--- src/design/awn_pkg.sv ---
// Package for the affine warp core: field widths, function and register codes,
// and the stage enable struct shared by the top level and the axis mapper.
// Depends on nothing.
package awn_pkg;

	localparam int COORD_W = 10;
	localparam int PIX_W   = 24;
	localparam int CFG_W   = 32;
	localparam int SIZE_W  = 9;
	localparam int FRAC_W  = 16;
	// 32-bit coefficient times 11-bit signed coordinate.
	localparam int PROD_W  = CFG_W + COORD_W + 1;
	// Two products, an offset and the half still fit with two guard bits.
	localparam int ACC_W   = PROD_W + 2;
	localparam int IDX_W   = ACC_W - FRAC_W;

	localparam logic signed [ACC_W-1:0] HALF_Q16 = ACC_W'(32768);

	typedef enum logic {
		FUNC_LOAD = 1'b0,
		FUNC_WARP = 1'b1
	} func_t;

	typedef enum logic [2:0] {
		REG_COEF_XU    = 3'd0,
		REG_COEF_XV    = 3'd1,
		REG_OFFSET_X   = 3'd2,
		REG_COEF_YU    = 3'd3,
		REG_COEF_YV    = 3'd4,
		REG_OFFSET_Y   = 3'd5,
		REG_SRC_WIDTH  = 3'd6,
		REG_SRC_HEIGHT = 3'd7
	} cfg_reg_t;

	// Load enables of the first three pipeline stages.
	typedef struct packed {
		logic s1;
		logic s2;
		logic s3;
	} stage_en_t;

endpackage

--- src/design/awn_axis.sv ---
// One row of the inverse affine map: multiply, accumulate with the half, and
// truncate toward zero, over three pipeline stages. Depends on awn_pkg.
module awn_axis (
	input  logic                                  clk,
	input  awn_pkg::stage_en_t                    en,
	input  logic signed [awn_pkg::CFG_W-1:0]      coef_u,
	input  logic signed [awn_pkg::CFG_W-1:0]      coef_v,
	input  logic signed [awn_pkg::CFG_W-1:0]      offset,
	input  logic [awn_pkg::COORD_W-1:0]           u,
	input  logic [awn_pkg::COORD_W-1:0]           v,
	output logic [awn_pkg::IDX_W-1:0]             idx_s3
);

	logic signed [awn_pkg::PROD_W-1:0] prod_u;
	logic signed [awn_pkg::PROD_W-1:0] prod_v;
	logic signed [awn_pkg::PROD_W-1:0] prod_u_s1;
	logic signed [awn_pkg::PROD_W-1:0] prod_v_s1;
	logic signed [awn_pkg::ACC_W-1:0]  acc;
	logic signed [awn_pkg::ACC_W-1:0]  acc_s2;
	logic [awn_pkg::IDX_W-1:0]         floor_idx;
	logic                              round_up;

	assign prod_u = coef_u * $signed({1'b0, u});
	assign prod_v = coef_v * $signed({1'b0, v});

	assign acc = awn_pkg::ACC_W'(prod_u_s1) + awn_pkg::ACC_W'(prod_v_s1)
		+ awn_pkg::ACC_W'(offset) + awn_pkg::HALF_Q16;

	// The shift floors; a negative value with a fraction moves up by one so
	// that the result truncates toward zero.
	assign floor_idx = acc_s2[awn_pkg::ACC_W-1:awn_pkg::FRAC_W];
	assign round_up  = acc_s2[awn_pkg::ACC_W-1] && (acc_s2[awn_pkg::FRAC_W-1:0] != '0);

	always_ff @(posedge clk) begin
		if (en.s1) begin
			prod_u_s1 <= prod_u;
			prod_v_s1 <= prod_v;
		end
		if (en.s2) begin
			acc_s2 <= acc;
		end
		if (en.s3) begin
			idx_s3 <= floor_idx + awn_pkg::IDX_W'(round_up);
		end
	end

endmodule
--- config.mk ---
export PLATFORM = sky130hd
export DESIGN_NAME = awn_axis
export DESIGN_NICKNAME = d
export VERILOG_FILES = /design/src/design/awn_pkg.sv /design/src/design/awn_axis.sv
export SDC_FILE = /design/constraint.sdc
export NUM_CORES = 2
export LEC_CHECK = 0
export BUFFER_PORTS_ARGS = -buffer_cell sky130_fd_sc_hd__buf_4
export CAP_MARGIN = 10
export CELL_PAD_IN_SITES_DETAIL_PLACEMENT = 0
export CELL_PAD_IN_SITES_GLOBAL_PLACEMENT = 1
export CORE_ASPECT_RATIO = 1.2
export CORE_UTILIZATION = 46
export CTS_CLUSTER_DIAMETER = 120
export DETAILED_ROUTE_END_ITERATION = 8
export GPL_TIMING_DRIVEN = 0
export HOLD_SLACK_MARGIN = 0.15
export PLACE_DENSITY = 0.88
export SLEW_MARGIN = 5
export SYNTH_ARGS = -nofsm -noshare
export SYNTH_HDL_FRONTEND = slang
export SYNTH_SLANG_ARGS = --single-unit
--- constraint.sdc ---
create_clock -name clk -period 5.5 [get_ports clk]
set_input_delay 0.275 -clock clk [delete_from_list [all_inputs] [get_ports clk]]
set_output_delay 0.275 -clock clk [all_outputs]
set_load 0.01 [all_outputs]
==> reports/summary.txt <==
aggregate routed wire length: 74000 um
status: finished, final reports clean
reg2reg setup slack: 1.08 ns
Synth async-reset ratio: 0%
Ys Warns: 0
area of the die: 69200 sq um
Cell Rows: 104
Die Y: 288 um
Hold Path Sink: prod_u_s1[0]
clk sinks: 160
Syn-to-layout area delta: 9.42%
commonest register cell after synthesis: edfxtp_1
syn_nets: 4256
Layout Skew: 0.00762 ns
Core Box Area: 67300 sq um
met2 WL: 37800 um
GRT overflow: 0
Port-buffer cells: 90
Syn Inst Count: 3273
Synth top area share: 37.7%
worst path bufs/invs: 5
die width: 240 um
reg2reg path depth: 13
number of global-route vias before repair: 24200
initial antenna violation count: 1
r2r endpoint: acc_s2[42]
Worst path max stage delay: 0.52 ns
Maximum Capacitance Violations: 0
Via Count: 22600
Hold Startpoint: coef_u[0]
WP data arrival: 5.54 ns
Worst-path clk slew: 0.07 ns
top cells by count, synth: 684 x inv_1, 590 x fa_1, 429 x nand2_1
Worst Path Max Fanout: 10
clock latency on the worst-skew pair: 0.44 ns
FF-to-FF Start: prod_u_s1[2]
min Tclk post-route: 5.35 ns
Final Hold Vio Count: 0
critical path class: in -> reg
sequential fraction of the synthesis area: 15.3%
post-layout instance area: 34300 sq um
crit-path cells: buf_4 -> buf_6 -> nand2_1 -> fa_1 -> fa_1 -> inv_1 -> fa_1 -> fa_1 -> inv_1 -> fa_1 -> inv_1 -> ha_2 -> a21o_1 -> a21o_1 -> a21o_1 -> a311o_1 -> a21o_1 -> a31o_2 -> a311o_1 -> o211a_1
Critical Path RT: 5.70 ns
hold buffer count at cts: 0
Top Metal Used: met5
Max Slew Vio Count: 0
Hold Crit Depth: 2
worst slew pin tran: 1.13 ns
most frequent CP cell: fa_1
share of layout cells above drive strength 1: 8.15%
Final HPWL DP: 62200 um
worst hold slack: 0.252 ns
Slew HR: 24.6%
synth top area cells: fa_1 38%, edfxtp_1 15%, ha_1 11%, inv_1 8.2%, and2_1 5.7%
Placement Cell Area: 33200 sq um
TritonCTS clock tree: built
largest net degree at the start of global routing: 87
clk buf depth: 2
drt pass-1 iters: 5
Crit. End Element: flip-flop
Post-Syn Area: 31400 sq um
FF+latch count, synth: 160
Starting Density: 46.6%
EDFF count, synth: 160
clock root cell: clkbuf_16
routability cong.: 0.907
maximum clock frequency: 187 MHz
crit path launch type: primary input
leading area contributor after synthesis: fa_1
CP max-delay cell: fa_1
DRC: 0
M1 WL: 29800 um
Mean Syn Cell Area: 9.58 sq um
H-tree Lvls: 4
fin nets: 4369
Finish-stage setup viols: 0
final antenna-violating net count: 0
TritonCTS buffer count: 17
Netlist cell types: 68
cell family with most CP delay: adder cells
DR iter-0 viols: 1224
WL/cell: 17.2 um
met3 wire length: 3650 um
min-delay worst type: in -> reg
first-pass GRT wire length: 121000 um
Vias/cell: 5.26
# IOs: 149
gr usage total: 22.6%
Final Cycle Share: 97.2%
count leader, synth: inv_1
kinds of logic (layout without fill, tap and decap cells):
family,count (synthesis),count (layout),synth area share [%]
xor+xnor,140,140,3.91
compound gates,360,360,7.83
flops,160,160,15.3
fa+ha+maj,863,863,48.6
buf+inv,814,940,9.75
simple gates,933,933,14.5
other cells,0,1,0
mux,3,3,0.0958
registers in the layout, summed over array words and instances (netlist names):
name       cells
prod_u_s1     43
acc_s2        45
idx_s3        29
prod_v_s1     43
placed cells by master (no fill, tap or decap), types with 41 or more instances in the layout:
cell type,Yosys,routed
buf_4,0,107
xor2_1,41,41
fa_1,590,590
a21oi_1,94,88
and2_1,287,286
xnor2_1,99,99
ha_1,273,263
nor2_1,77,77
nand2_1,429,429
a21o_1,75,75
inv_1,684,684
clkbuf_2,0,47
edfxtp_1,160,160
final cells by class:
cell class	count	area, sq um
Timing Repair Buffer	99	743
Buffer	125	738
Tap cell	901	1130
Antenna cell	1	2.50
Clock inverter	15	170
Sequential cell	160	4800
Inverter	684	2570
Multi-Input combinational cell	2299	23700
Clock buffer	17	425
Fill cell	6231	33000
per-layer routing:
layer | up-vias | track usage [%]
met5 | - | 0
met4 | 2 | 8.52
met3 | 149 | 2.64
met2 | 582 | 40.0
met1 | 11500 | 28.2
li1 | 10400 | -
stage by stage:
step	TNS [ns]	std cells	worst slack [ns]	utilization [%]
6_report	0	4301	0.152	51.0
5_1_grt	-0.116	4300	-0.0387	51.0
4_1_cts	0	4295	0.00117	50.4
3_5_place_dp	-28.63	4264	-0.988	49.3
3_3_place_gp	-27.09	4264	-0.926	49.3
2_1_floorplan	0	3273	0.000778	-
worst max-delay path by stage:
| stage | startpoint | end | slack, ns | cells after the start |
|---|---|---|---|---|
| 2_1_floorplan | coef_u[19] | prod_u_s1[41] | 0.0008 | 20 |
| 3_3_place_gp | v[3] | prod_v_s1[41] | -0.93 | 22 |
| 3_5_place_dp | v[3] | prod_v_s1[41] | -0.99 | 22 |
| 4_1_cts | u[6] | prod_u_s1[42] | 0.001 | 22 |
| 5_1_grt | u[2] | prod_u_s1[42] | -0.04 | 21 |
| 6_report | u[2] | prod_u_s1[42] | 0.15 | 20 |
what timing repair did:
item,CTS,global route
setup buffers,1,8
pin swaps,1,13
endpoints found under the setup margin,32,28
resized for setup,64,191
Power is not shown: default switching activity piles up to over one toggle a cycle in this logic, so the estimate is an artifact.
